==> src/design/cit_pkg.sv <==
// Shared types and constants for the chunked install transaction block.
// Holds the command and status codes, the phase type and the field widths.
// No dependencies.
package cit_pkg;

    localparam int unsigned MAX_APP_ID_BYTES = 64;

    localparam int unsigned ID_W    = 32;
    localparam int unsigned BYTES_W = 32;
    localparam int unsigned CHUNK_W = 16;
    localparam int unsigned ALEN_W  = 8;
    localparam int unsigned CRC_W   = 32;

    localparam int unsigned IN_DATA_W  = 160;
    localparam int unsigned OUT_DATA_W = 136;

    typedef enum logic [1:0] {
        ACT_BEGIN  = 2'd0,
        ACT_APPEND = 2'd1,
        ACT_COMMIT = 2'd2,
        ACT_ABORT  = 2'd3
    } t_action;

    typedef enum logic [3:0] {
        ST_ACCEPTED    = 4'd0,
        ST_BUSY        = 4'd1,
        ST_INVALID     = 4'd2,
        ST_MISMATCH    = 4'd3,
        ST_TOO_LARGE   = 4'd4,
        ST_INCOMPLETE  = 4'd5,
        ST_STORE_REJ   = 4'd6,
        ST_INTEGRITY   = 4'd7,
        ST_COMMIT_FAIL = 4'd8,
        ST_ABORTED     = 4'd9,
        ST_NONE        = 4'd10
    } t_status;

    typedef enum logic {
        PH_IDLE = 1'b0,
        PH_RECV = 1'b1
    } t_phase;

    typedef enum logic {
        CFG_MAX_BUNDLE = 1'b0,
        CFG_MAX_CHUNK  = 1'b1
    } t_cfg_reg;

    localparam logic [BYTES_W-1:0] MAX_BUNDLE_RESET = 32'd1048576;
    localparam logic [CHUNK_W-1:0] MAX_CHUNK_RESET  = 16'd4096;

endpackage

==> src/design/chunked_install_transaction_fsm.sv <==
// Receive-side control of a chunked bundle-install transaction.
// Depends on cit_pkg for codes, phase type and widths.
//
// One command transaction in, one status transaction out. Each command is
// checked against the held transaction state (id, declared total, running byte
// count) and the programmed limits combinationally, and its result lands in an
// output register; a new command is taken every cycle as long as the output
// register is empty or being drained in the same cycle, so the block sustains
// one command per clock. The discard flag in the result tells the store to
// drop staged data after a store failure, an integrity failure or an abort.
// Limits are to be written through the config port only while no command is
// in flight; the block itself does not enforce this.
module chunked_install_transaction_fsm (
    input  logic         i_clk,
    input  logic         i_rst_n,
    // config write port
    input  logic         i_cfg_we,
    input  logic         i_cfg_idx,
    input  logic [31:0]  i_cfg_wdata,
    // command stream
    input  logic         s_axis_tvalid,
    output logic         s_axis_tready,
    // low to high: txn_id, app_id_length, app_id_has_nul, total_bytes,
    // bundle_checksum, downgrade_ok, chunk_offset, chunk_size, store_ok,
    // verify_ok, zero pad
    input  logic [cit_pkg::IN_DATA_W-1:0] s_axis_tdata,
    // low to high: action
    input  logic [1:0]   s_axis_tuser,
    // result stream
    output logic         m_axis_tvalid,
    input  logic         m_axis_tready,
    // low to high: status, phase_out, txn_id_out, received_out, total_out,
    // stage_discard, checksum_out, downgrade_out, zero pad
    output logic [cit_pkg::OUT_DATA_W-1:0] m_axis_tdata
);

    // config registers
    logic [cit_pkg::BYTES_W-1:0] r_max_bundle;
    logic [cit_pkg::CHUNK_W-1:0] r_max_chunk;

    // transaction state
    cit_pkg::t_phase             r_phase, n_phase;
    logic [cit_pkg::ID_W-1:0]    r_txn_id, n_txn_id;
    logic [cit_pkg::BYTES_W-1:0] r_total, n_total;
    logic [cit_pkg::CRC_W-1:0]   r_crc, n_crc;
    logic                        r_down, n_down;
    logic [cit_pkg::BYTES_W-1:0] r_count, n_count;

    // result register
    logic                           r_out_valid;
    logic [cit_pkg::OUT_DATA_W-1:0] r_out_data, n_out_data;

    // unpacked command fields
    cit_pkg::t_action            in_action;
    logic [cit_pkg::ID_W-1:0]    in_txn_id;
    logic [cit_pkg::ALEN_W-1:0]  in_alen;
    logic                        in_has_nul;
    logic [cit_pkg::BYTES_W-1:0] in_total;
    logic [cit_pkg::CRC_W-1:0]   in_crc;
    logic                        in_down;
    logic [cit_pkg::BYTES_W-1:0] in_offset;
    logic [cit_pkg::CHUNK_W-1:0] in_size;
    logic                        in_store_ok;
    logic                        in_verify_ok;

    logic                        accept;
    logic                        clear_txn;
    logic                        commit_done;
    logic                        strobe;
    cit_pkg::t_status            status;
    logic [cit_pkg::BYTES_W-1:0] remaining;
    logic                        begin_bad;
    logic                        chunk_bad;
    logic                        id_match;

    // report fields
    logic                        rep_phase;
    logic [cit_pkg::ID_W-1:0]    rep_txn_id;
    logic [cit_pkg::BYTES_W-1:0] rep_count;
    logic [cit_pkg::BYTES_W-1:0] rep_total;
    logic [cit_pkg::CRC_W-1:0]   rep_crc;
    logic                        rep_down;

    assign in_action    = cit_pkg::t_action'(s_axis_tuser);
    assign in_txn_id    = s_axis_tdata[31:0];
    assign in_alen      = s_axis_tdata[39:32];
    assign in_has_nul   = s_axis_tdata[40];
    assign in_total     = s_axis_tdata[72:41];
    assign in_crc       = s_axis_tdata[104:73];
    assign in_down      = s_axis_tdata[105];
    assign in_offset    = s_axis_tdata[137:106];
    assign in_size      = s_axis_tdata[153:138];
    assign in_store_ok  = s_axis_tdata[154];
    assign in_verify_ok = s_axis_tdata[155];

    assign s_axis_tready = !r_out_valid || m_axis_tready;
    assign accept        = s_axis_tvalid && s_axis_tready;
    assign m_axis_tvalid = r_out_valid;
    assign m_axis_tdata  = r_out_data;

    assign remaining = r_total - r_count;
    assign id_match  = (in_txn_id == r_txn_id);
    assign begin_bad = (in_txn_id == '0) || (in_alen == '0)
                     || (in_alen > cit_pkg::ALEN_W'(cit_pkg::MAX_APP_ID_BYTES))
                     || in_has_nul || (in_total == '0) || (r_max_bundle == '0)
                     || (in_total > r_max_bundle);
    assign chunk_bad = (in_size == '0) || (in_size > r_max_chunk)
                     || ({{(cit_pkg::BYTES_W-cit_pkg::CHUNK_W){1'b0}}, in_size} > remaining);

    // decide status, strobe and whether the transaction is dropped
    always_comb begin
        status      = cit_pkg::ST_ACCEPTED;
        strobe      = 1'b0;
        clear_txn   = 1'b0;
        commit_done = 1'b0;
        if (in_action == cit_pkg::ACT_BEGIN) begin
            if (r_phase == cit_pkg::PH_RECV) begin
                status = cit_pkg::ST_BUSY;
            end else if (begin_bad) begin
                status = cit_pkg::ST_INVALID;
            end else if (!in_store_ok) begin
                status = cit_pkg::ST_STORE_REJ;
            end
        end else if (r_phase == cit_pkg::PH_IDLE) begin
            status = cit_pkg::ST_NONE;
        end else begin
            case (in_action)
                cit_pkg::ACT_APPEND: begin
                    if (!id_match || in_offset != r_count) begin
                        status = cit_pkg::ST_MISMATCH;
                    end else if (chunk_bad) begin
                        status = cit_pkg::ST_TOO_LARGE;
                    end else if (!in_store_ok) begin
                        status    = cit_pkg::ST_STORE_REJ;
                        strobe    = 1'b1;
                        clear_txn = 1'b1;
                    end
                end
                cit_pkg::ACT_COMMIT: begin
                    if (!id_match) begin
                        status = cit_pkg::ST_MISMATCH;
                    end else if (r_count != r_total) begin
                        status = cit_pkg::ST_INCOMPLETE;
                    end else if (!in_verify_ok) begin
                        status    = cit_pkg::ST_INTEGRITY;
                        strobe    = 1'b1;
                        clear_txn = 1'b1;
                    end else if (!in_store_ok) begin
                        status    = cit_pkg::ST_COMMIT_FAIL;
                        strobe    = 1'b1;
                        clear_txn = 1'b1;
                    end else begin
                        clear_txn   = 1'b1;
                        commit_done = 1'b1;
                    end
                end
                cit_pkg::ACT_ABORT: begin
                    if (!id_match) begin
                        status = cit_pkg::ST_MISMATCH;
                    end else begin
                        status    = cit_pkg::ST_ABORTED;
                        strobe    = 1'b1;
                        clear_txn = 1'b1;
                    end
                end
                default: begin
                    status = cit_pkg::ST_NONE;
                end
            endcase
        end
    end

    // next transaction state
    always_comb begin
        n_phase  = r_phase;
        n_txn_id = r_txn_id;
        n_total  = r_total;
        n_crc    = r_crc;
        n_down   = r_down;
        n_count  = r_count;
        if (clear_txn) begin
            n_phase  = cit_pkg::PH_IDLE;
            n_txn_id = '0;
            n_total  = '0;
            n_crc    = '0;
            n_down   = 1'b0;
            n_count  = '0;
        end else if (status == cit_pkg::ST_ACCEPTED) begin
            if (in_action == cit_pkg::ACT_BEGIN) begin
                n_phase  = cit_pkg::PH_RECV;
                n_txn_id = in_txn_id;
                n_total  = in_total;
                n_crc    = in_crc;
                n_down   = in_down;
                n_count  = '0;
            end else begin
                n_count = r_count
                        + {{(cit_pkg::BYTES_W-cit_pkg::CHUNK_W){1'b0}}, in_size};
            end
        end
    end

    // result: values after the update, or before it when the command drops the transaction
    always_comb begin
        if (clear_txn) begin
            rep_phase  = commit_done ? 1'b0 : r_phase;
            rep_txn_id = r_txn_id;
            rep_count  = r_count;
            rep_total  = r_total;
            rep_crc    = r_crc;
            rep_down   = r_down;
        end else begin
            rep_phase  = n_phase;
            rep_txn_id = n_txn_id;
            rep_count  = n_count;
            rep_total  = n_total;
            rep_crc    = n_crc;
            rep_down   = n_down;
        end
        n_out_data = {1'b0, rep_down, rep_crc, strobe, rep_total, rep_count,
                      rep_txn_id, rep_phase, status};
    end

    always_ff @(posedge i_clk) begin
        if (!i_rst_n) begin
            r_max_bundle <= cit_pkg::MAX_BUNDLE_RESET;
            r_max_chunk  <= cit_pkg::MAX_CHUNK_RESET;
        end else if (i_cfg_we) begin
            case (cit_pkg::t_cfg_reg'(i_cfg_idx))
                cit_pkg::CFG_MAX_BUNDLE: r_max_bundle <= i_cfg_wdata;
                cit_pkg::CFG_MAX_CHUNK:  r_max_chunk  <= i_cfg_wdata[cit_pkg::CHUNK_W-1:0];
                default: begin
                    r_max_bundle <= r_max_bundle;
                end
            endcase
        end
    end

    always_ff @(posedge i_clk) begin
        if (!i_rst_n) begin
            r_phase  <= cit_pkg::PH_IDLE;
            r_txn_id <= '0;
            r_total  <= '0;
            r_crc    <= '0;
            r_down   <= 1'b0;
            r_count  <= '0;
        end else if (accept) begin
            r_phase  <= n_phase;
            r_txn_id <= n_txn_id;
            r_total  <= n_total;
            r_crc    <= n_crc;
            r_down   <= n_down;
            r_count  <= n_count;
        end
    end

    always_ff @(posedge i_clk) begin
        if (!i_rst_n) begin
            r_out_valid <= 1'b0;
        end else if (accept) begin
            r_out_valid <= 1'b1;
        end else if (m_axis_tready) begin
            r_out_valid <= 1'b0;
        end
    end

    always_ff @(posedge i_clk) begin
        if (accept) begin
            r_out_data <= n_out_data;
        end
    end

`ifndef SYNTH
    // idle always holds a cleared transaction
    a_idle_clear: assert property (@(posedge i_clk) disable iff (!i_rst_n)
        r_phase == cit_pkg::PH_IDLE |-> (r_txn_id == '0 && r_count == '0 && r_total == '0))
        else $error("idle phase with stale transaction state");

    // running count never passes the declared total
    a_count_bound: assert property (@(posedge i_clk) disable iff (!i_rst_n)
        r_count <= r_total)
        else $error("byte count exceeds declared total");

    // abort strobe only with a discarding status
    a_strobe_status: assert property (@(posedge i_clk) disable iff (!i_rst_n)
        (r_out_valid && r_out_data[101]) |->
            (r_out_data[3:0] == cit_pkg::ST_STORE_REJ
             || r_out_data[3:0] == cit_pkg::ST_INTEGRITY
             || r_out_data[3:0] == cit_pkg::ST_COMMIT_FAIL
             || r_out_data[3:0] == cit_pkg::ST_ABORTED))
        else $error("abort strobe with non-discarding status");

    // a dropped transaction leaves the block idle
    a_strobe_idle: assert property (@(posedge i_clk) disable iff (!i_rst_n)
        (accept && strobe) |=> r_phase == cit_pkg::PH_IDLE)
        else $error("transaction still active after abort strobe");
`endif

endmodule

==> config.mk <==
export PLATFORM = sky130hd
export DESIGN_NAME = chunked_install_transaction_fsm
export DESIGN_NICKNAME = d
export VERILOG_FILES = /design/src/design/cit_pkg.sv /design/src/design/chunked_install_transaction_fsm.sv
export SDC_FILE = /design/constraint.sdc
export NUM_CORES = 1
export LEC_CHECK = 0
export BUFFER_PORTS_ARGS = -buffer_cell sky130_fd_sc_hd__buf_2
export CORE_MARGIN = 4
export CORE_UTILIZATION = 57
export DETAILED_ROUTE_END_ITERATION = 7
export GPL_TIMING_DRIVEN = 0
export PLACE_DENSITY = 0.81
export SLEW_MARGIN = 20
export SYNTH_ARGS = -nofsm -noshare
export SYNTH_HDL_FRONTEND = slang
export SYNTH_SLANG_ARGS = --single-unit
==> constraint.sdc <==
create_clock -name i_clk -period 6.2 [get_ports i_clk]
set_clock_uncertainty 0.15 [all_clocks]
set_input_delay 0.31 -clock i_clk [delete_from_list [all_inputs] [get_ports i_clk]]
set_output_delay 0.31 -clock i_clk [all_outputs]
set_load 0.05 [all_outputs]
==> impl_metrics.toml, run 1 <==
[yosys]
yosys-top-cells-area = "edfxtp_1 (22%), dfxtp_1 (19%), ha_1 (7.5%)"
synth_enable_flop_cells = 135
yosysUniqueCellTypes = 88
yosys_most_used_dff = "dfxtp_1"
yosysTopAreaCell = "edfxtp_1"
netlist_instances = 1982
yosys_warnings = 0
post_synth_instance_area_sq_mm = 0.0186
synth.top_cell.area_share_pct = 21.8
synthArstFlopShare_pct = 0
syn_nets = 2295
synth_commonest_cells = "nand2_1 (188), dfxtp_1 (179), nor2_1 (156)"
yosysMostFrequentCell = "nand2_1"
yosys_register_bits = 314
seq_area_frac_synth_pct = 41.0
avgSynthCellArea_sq_um = 9.40

[placed_design]
dp_slack_ns = 0.0622
hpwl_um = 48200
gp_congestion = 1.02
dp.cells = 2750
placed_area_sq_mm = 0.0209
port-buffer-count = 330

[detailed_routing]
drt_iter0_drc = 2080
viasPerCell = 6.45
routed_wl_um = 69400
route.detailed.drc = 0
wl_per_cell_um = 23.6
vias = 19000
postRouteAntennaNets = 0
firstDrtPassIters = 8

[cells_and_area]
drive_gt1_share_pct = 23.1
design_area_sq_mm = 0.0234
nets = 2794
seqCellArea_sq_mm = 0.00764
final_cells = 2946
area_delta_synth_final_pct = 25.7
multi_input_area_sq_mm = 0.0101
nFillCells = 2291

[power]
p_total_mw = 5.59
peakVddDrop_uv = 252
p_leak_nw = 9.68
powerDensity_mw_per_mm2 = 239

[setup_path]
startpoint_type = "input port"
crit_start = "s_axis_tdata[68]"
critical_path.endpoint_type = "flop"
crit_type = "in2reg"
reg2reg_from = "r_count[0]"
crit_fanout = 10
cp.arrival_ns = 6.05
cp.required_ns = 6.32

[worst_hold_path]
hp-start = "s_axis_tdata[53]"
min_path_type = "in2reg"

[timing]
hold_viol_final = 0
fin_crit_ns = 5.93
max_freq_mhz = 169
maxSlewHeadroom_pct = 28.0
setup-violations-final = 0
finalCritPeriodShare_pct = 95.7
timing.final.ws_setup_ns = 0.266
fin_hold_ws_ns = 0.00666
tightestPinTransition_ns = 1.07
slew_viol_final = 0

[cts]
cts_made_buffers = 36
cts-root-buf = "clkbuf_16"
htree_levels = 2
cts.sinks = 314
cts_tree = "done"
clockBufferDepth = 3
clk_latency_ns = 0.53
clkTransAtPathRegs_ns = 0.06

[floorplan]
fp.dieArea_sq_mm = 0.0356
pin_count = 338
die_x_um = 189
initial_utilization_pct = 58.4
rows = 65
dieHeight_um = 189
coreArea_sq_mm = 0.0319

[global_routing]
gr-total-overflow = 0
grt_pass1_vias = 18700
antenna_found_initial = 4
grt_pass1_wl_um = 105000
track_usage_pct = 37.1
grt_max_degree = 51

[status]
status = "completed"

[run]
maxCapViolCount = 0
routing by layer:
metal	vias up	share of wire, %	GRT usage [%]
met5	-	0.016	0
met4	2	6.0	18.6
met3	293	10	6.97
met2	1331	47	62.6
met1	8954	37	45.6
li1	8409	-	-
cells by family after synthesis:
family | count (synthesis) | synth area share [%]
adder cells (fa/ha/maj) | 113 | 7.67
buffers and inverters | 236 | 5.16
AO/OA/AOI/OAI | 469 | 17.8
multiplexers | 115 | 6.90
flip-flops | 314 | 41.0
other | 1 | 0.0201
AND/OR/NAND/NOR | 633 | 16.7
XOR/XNOR | 101 | 4.75
per-stage QoR:
stage	setup TNS [ns]	utilization, %
floorplan	0	-
global placement	-185.47	65.3
detailed placement	0	65.5
CTS	0	73.2
global route	-0.0470	73.4
finish	0	73.4
path summary, 6_finish.rpt:
check / end / slack, ns / cells after the start
worst max register to register: r_crc[29] / 0.31 / 22
worst max-delay path: m_axis_tdata[62] / 0.27 / 15
worst min-delay path: r_total[12] / 0.007 / 3
worst min register to register: r_max_chunk[10] / 0.31 / 2
placed cells by master (no fill, tap or decap), drive strengths merged, types with 18 or more instances in the layout:
cell	n
a21o	30
a21oi	120
a22oi	111
a31oi	18
buf	386
clkbuf	132
dfxtp	179
dlygate4sd3	125
edfxtp	135
ha	111
inv	103
mux2	107
nand2	188
nand3	44
nand4	43
nor2	157
nor3	38
nor4	84
o21ai	42
o311ai	27
xnor2	29
xor2	72
power breakdown:
group | internal, mW | total, mW | leakage [nW] | switching (mW)
logic | 0.425 | 1.17 | 6.29 | 0.744
registers | 2.23 | 2.26 | 2.81 | 0.0391
clock network | 1.26 | 2.16 | 0.577 | 0.902
critical path, cell delays in order:
cell,delay [ns]
dlygate4sd3_1,0.54
buf_2,0.15
ha_1,0.30
nand3_1,0.15
or3_1,0.44
nor3_1,0.44
nand3_1,0.17
nor4_1,0.92
o211ai_1,0.21
a211oi_2,0.57
clkbuf_1,0.81
clkbuf_1,0.56
nor4_1,0.15
a32oi_1,0.24
nand2_1,0.08
layout make-up:
type | instances | share of cell area (%)
diodes | 3 | 0.0321
well taps | 435 | 2.32
inverters | 101 | 1.62
multi-input cells | 1432 | 43.0
clock inverters | 18 | 0.700
repair buffers | 461 | 12.8
clock buffers | 47 | 4.38
plain buffers | 135 | 2.51
flip-flops and latches | 314 | 32.6
state kept, by name, summed over array words and instances, names as in the netlist:
name           cells
m_axis_tdata     135
r_count           32
r_crc             32
r_max_bundle      32
r_total           32
r_txn_id          32
r_max_chunk       16
m_axis_tvalid      1
r_down             1
r_phase            1
repair_timing:
action                     in CTS  in global routing
hold endpoints to repair      176                  0
hold buffers                  125                  0
setup endpoints to repair       0                150
gates resized for setup         0                 12
setup buffers                   0                  3
Power figures use the tool's default switching activity.
==> run 2, diff against run 1 <==
--- a/config.mk
+++ b/config.mk
@@ -17 +17,2 @@
 export SYNTH_SLANG_ARGS = --single-unit
+export TNS_END_PERCENT = 100
==> constraint.sdc (replaced) <==
create_clock -name i_clk -period 6.2 [get_ports i_clk]
set_clock_uncertainty 0.15 [all_clocks]
set_input_delay 0.62 -clock i_clk [delete_from_list [all_inputs] [get_ports i_clk]]
set_output_delay 0.62 -clock i_clk [all_outputs]
set_load 0.05 [all_outputs]
==> impl_metrics.toml, run 2 (synthesis results as in run 1) <==
[status]
status = "completed"

[cts]
clockBufferDepth = 3
cts.sinks = 314
cts_hold_buf = 0
cts_tree = "done"
clkTransAtPathRegs_ns = 0.06
clk_latency_ns = 0.53
cts-root-buf = "clkbuf_16"
cts_made_buffers = 35
htree_levels = 2

[timing]
tightestPinTransition_ns = 1.15
max_freq_mhz = 167
maxSlewHeadroom_pct = 22.9
timing.final.ws_setup_ns = 0.223
slew_viol_final = 0
hold_viol_final = 0
fin_crit_ns = 5.98
finalCritPeriodShare_pct = 96.4
setup-violations-final = 0

[floorplan]
initial_utilization_pct = 58.4
fp.dieArea_sq_mm = 0.0356
die_x_um = 189
pin_count = 338
rows = 65
coreArea_sq_mm = 0.0319
dieHeight_um = 189

[detailed_routing]
wl_per_cell_um = 22.4
postRouteAntennaNets = 0
vias = 17800
drt_iter0_drc = 1855
route.detailed.drc = 0
firstDrtPassIters = 6
viasPerCell = 6.31
routed_wl_um = 63100

[cells_and_area]
area_delta_synth_final_pct = 18.8
final_cells = 2817
drive_gt1_share_pct = 24.3
final_cell_mix = "buf_2 (369), nand2_1 (188), dfxtp_1 (179), nor2_1 (156), edfxtp_1 (135)"
final_common_cell = "buf_2"
nets = 2667
nFillCells = 2555
largest_reg_flops = 135
design_area_sq_mm = 0.0221

[setup_path]
cp.required_ns = 6.31
reg2reg_from = "r_count[4]"
crit_type = "reg2reg"
r2r_end = "m_axis_tdata[59]"
startpoint_type = "flop"
crit_start = "r_count[4]"
critical_path.endpoint_type = "flop"
rrSetupSlack_ns = 0.22
crit_fanout = 10
cp.arrival_ns = 6.08
reg2regPathDepth = 21

[run]
maxCapViolCount = 0

[placed_design]
gp_congestion = 0.995
dp_slack_ns = 0.0530
dp.cells = 2748
hpwl_um = 48000
placed_area_sq_mm = 0.0209
port-buffer-count = 330

[power]
power_frac_seq_pct = 41.2
p_total_mw = 5.48
p_leak_nw = 9.14
power_frac_clock_pct = 38.8
swShare_pct = 29.9
power.internal_mw = 3.84
combinationalPowerShare_pct = 19.9
peakVddDrop_uv = 230
powerDensity_mw_per_mm2 = 248
p_switching_mw = 1.64

[global_routing]
antenna_found_initial = 2
grt_max_degree = 74
grt_pass1_vias = 17200
grt_pass1_wl_um = 96400
track_usage_pct = 34.0
gr-total-overflow = 0

[worst_hold_path]
hold_depth = 3
min_path_type = "in2reg"
min_delay_worst_endpoint = "m_axis_tvalid"
hp-start = "s_axis_tvalid"
## run 2: cell count changes in the layout (fill, tap and decap cells not counted), moves of 2 or more
cell	change
diode_2	-2
dlygate4sd3_1	-125
clkinv_1	-4
inv_6	+2
clkbuf_8	+2
## run 2: repair_timing
action | in CTS | in global routing
endpoints found under the setup margin | 3 | 81
pin swaps | 0 | 2
gates resized for setup | 1 | 10
setup buffers | 0 | 4
## run 2: area by class of cell
class / instances / area (sq um) / area share (%)
Antenna cell: 1 / 2.50 / 0.0113
Inverter: 101 / 379 / 1.71
Buffer: 135 / 594 / 2.69
Multi-Input combinational cell: 1432 / 10100 / 45.5
Clock buffer: 48 / 1020 / 4.60
Sequential cell: 314 / 7640 / 34.5
Clock inverter: 16 / 164 / 0.741
Tap cell: 435 / 544 / 2.46
Timing Repair Buffer: 335 / 1720 / 7.78
## run 2: layer usage
metal  vias up  GRT usage (%)  part of all wire [%]
met1      8437           43.7                    39
met5         -              0                 0.019
met3       194           7.34                   9.8
met4         2           15.6                   5.3
li1       8136              -                     -
met2      1002           55.3                    46
## run 2: power by group through the flow
stage,clock network (mW),registers (mW),logic [mW]
finish,2.13,2.26,1.09
global route,2.24,2.27,1.18
CTS,2.14,2.26,1.06
detailed placement,0,2.30,1.05
global placement,0,2.31,1.03
floorplan,0,2.46,0.555
## run 2: per-stage QoR
step | TNS [ns] | hold slack (ns) | utilization [%]
final | 0 | 0.186 | 69.4
after global routing | -0.445 | 0.202 | 69.4
after detailed placement | 0 | 0.301 | 65.4
after global placement | 0 | 0.298 | 65.3
after floorplan | 0 | 0.286 | -
after CTS | 0 | 0.180 | 69.2
## run 2: critical path, cell delays in order, from the launching register on
cell	delay (ns)
dfxtp_1	0.53
inv_1	0.10
ha_1	0.37
a21o_1	0.22
nor3b_1	0.38
nor3_4	0.13
a21oi_4	0.27
nor2_1	0.10
xor2_1	0.18
ha_1	0.32
nand4_1	0.16
nor2_1	0.25
o211ai_1	0.13
o221a_2	0.34
and4bb_1	0.25
o2111ai_1	0.19
o41a_1	0.50
buf_2	0.22
buf_2	0.22
buf_1	0.30
a32oi_1	0.25
nand2_1	0.10
## run 2: how the worst max path moves through the flow
stage | to | slack, ns | cells after the start
after floorplan | m_axis_tdata[45] | 1.27 | 21
after global placement | r_txn_id[6] | 0.16 | 22
after detailed placement | r_txn_id[9] | 0.05 | 22
after CTS | m_axis_tdata[53] | 0.12 | 20
after global routing | m_axis_tdata[67] | -0.05 | 21
final | m_axis_tdata[59] | 0.22 | 21
==> run 3, diff against run 2 <==
- CAP_MARGIN: not set -> 20
- CORE_UTILIZATION: 57 -> 58
- CTS_BUF_LIST: not set -> sky130_fd_sc_hd__clkbuf_8
- PLACE_DENSITY: 0.81 -> 0.83
==> impl_metrics.toml, run 3 (synthesis results as in run 1) <==
[status]
status = "completed"

[cells_and_area]
final_cells = 2816
final_common_cell = "buf_2"
area_delta_synth_final_pct = 17.8
design_area_sq_mm = 0.0219
largest_reg_flops = 135
final_cell_mix = "buf_2 (369), nand2_1 (188), dfxtp_1 (178), nor2_1 (156), edfxtp_1 (135)"
nets = 2683
drive_gt1_share_pct = 24.5

[timing]
tightestPinTransition_ns = 1.18
maxSlewHeadroom_pct = 20.6
fin_tns_setup_ns = 0
hold_viol_final = 0
fin_crit_ns = 6.06
finalCritPeriodShare_pct = 97.7
setup-violations-final = 0
slew_viol_final = 0
max_freq_mhz = 165

[setup_path]
cp.arrival_ns = 6.26
crit_fanout = 10
cp_num_buf_inv = 3
crit_top_cell = "a21o_1"
startpoint_type = "flop"
reg2regPathDepth = 21
crit_cells = 21
crit_family = "compound AO/OA/AOI/OAI gates"
critical_path.endpoint_type = "flop"
slowest_stage = "a2111oi_0"
cp.required_ns = 6.41
cpPeakStageDelay_ns = 0.62
crit_type = "reg2reg"
path_cells = "inv_1 > ha_1 > a21oi_1 > nand2_1 > a21o_1 > a21o_1 > a21o_1 > a21oi_1 > xor2_1 > ha_1 > nor2b_1 > a2111oi_0 > o221a_2 > and4bb_1 > o2111ai_1 > nor3_2 > o41ai_4 > nand2b_1 > buf_2 > buf_4 > mux2_1"

[worst_hold_path]
min_path_type = "in2reg"
hold_depth = 3

[global_routing]
grt_pass1_vias = 17700
gr-total-overflow = 0
antenna_found_initial = 3
track_usage_pct = 35.2
grt_max_degree = 88
grt_pass1_wl_um = 98700

[placed_design]
placed_area_sq_mm = 0.0208
port-buffer-count = 330
hpwl_um = 49000
gp_congestion = 1.02
dp.cells = 2715

[floorplan]
fp.dieArea_sq_mm = 0.0350
rows = 65
pin_count = 338
initial_utilization_pct = 58.9
dieHeight_um = 187
coreArea_sq_mm = 0.0316
die_x_um = 187

[power]
peakVddDrop_uv = 206
powerDensity_mw_per_mm2 = 237
p_leak_nw = 9.16

[cts]
clockBufferDepth = 3
clk_latency_ns = 0.63
cts_tree = "done"
htree_levels = 2
cts_made_buffers = 52
cts.sinks = 314
clkTransAtPathRegs_ns = 0.06
cts-root-buf = "clkbuf_8"

[detailed_routing]
vias = 17900
route.detailed.drc = 0
postRouteAntennaNets = 0
drt_iter0_drc = 1796
routed_wl_um = 64000
wl_per_cell_um = 22.7
viasPerCell = 6.35
firstDrtPassIters = 5

[run]
maxCapViolCount = 0
-- run 3: final cells by class --
cell class / count / area (sq um)
flip-flops and latches: 314 / 7640
inverters: 101 / 379
plain buffers: 135 / 594
multi-input cells: 1432 / 10100
diodes: 2 / 5.00
fillers: 2544 / 9700
clock buffers: 62 / 853
well taps: 402 / 503
clock inverters: 34 / 190
repair buffers: 334 / 1700
-- run 3: path summary, 6_finish.rpt --
check | slack [ns] | to | start
worst max-delay path | 0.14 | m_axis_tdata[50] | r_count[1]
worst min-delay path | 0.11 | r_max_bundle[18] | i_cfg_wdata[18]
worst max register to register | 0.14 | m_axis_tdata[50] | r_count[1]
worst min register to register | 0.31 | r_max_chunk[10] | r_max_chunk[10]
-- run 3: through the flow --
stage / worst slack, ns / hold slack (ns) / util (%) / total power [mW]
2_1_floorplan: 1.27 / 0.286 / - / 3.01
5_1_grt: -0.0331 / 0.105 / 69.3 / 5.41
3_5_place_dp: -0.0331 / 0.300 / 65.8 / 3.36
4_1_cts: 0.113 / 0.0849 / 69.1 / 5.19
6_report: 0.145 / 0.105 / 69.3 / 5.19
3_3_place_gp: 0.00546 / 0.297 / 65.7 / 3.35
-- run 3: worst reg2reg max path: stages (launching register included) --
cell	delay, ns
dfxtp_1	0.54
inv_1	0.19
ha_1	0.23
a21oi_1	0.26
nand2_1	0.15
a21o_1	0.20
a21o_1	0.19
a21o_1	0.18
a21oi_1	0.18
xor2_1	0.18
ha_1	0.30
nor2b_1	0.16
a2111oi_0	0.62
o221a_2	0.32
and4bb_1	0.20
o2111ai_1	0.16
nor3_2	0.12
o41ai_4	0.60
nand2b_1	0.11
buf_2	0.21
buf_4	0.22
mux2_1	0.33
-- run 3: per-layer routing --
| layer | vias up | routed length (um) | track usage [%] |
|---|---|---|---|
| met5 | - | 20 | 0 |
| met4 | 2 | 3500 | 17.2 |
| met3 | 207 | 5120 | 5.47 |
| met2 | 986 | 29500 | 57.2 |
| met1 | 8517 | 25900 | 46.1 |
| li1 | 8179 | - | - |
-- run 3: timing repair --
action	4_1_cts	5_1_grt
buffers inserted	0	3
endpoints found under the setup margin	30	79
gates resized for setup	1	11
hold buffers	0	0
gates cloned	0	0
pin swaps	0	1
-- run 3: report_power, final --
| part | switching [mW] | leakage (nW) | internal [mW] |
|---|---|---|---|
| Clock | 0.852 | 0.604 | 0.988 |
| Sequential | 0.0377 | 2.81 | 2.23 |
| Combinational | 0.723 | 5.75 | 0.367 |
| Total | 1.61 | 9.16 | 3.58 |
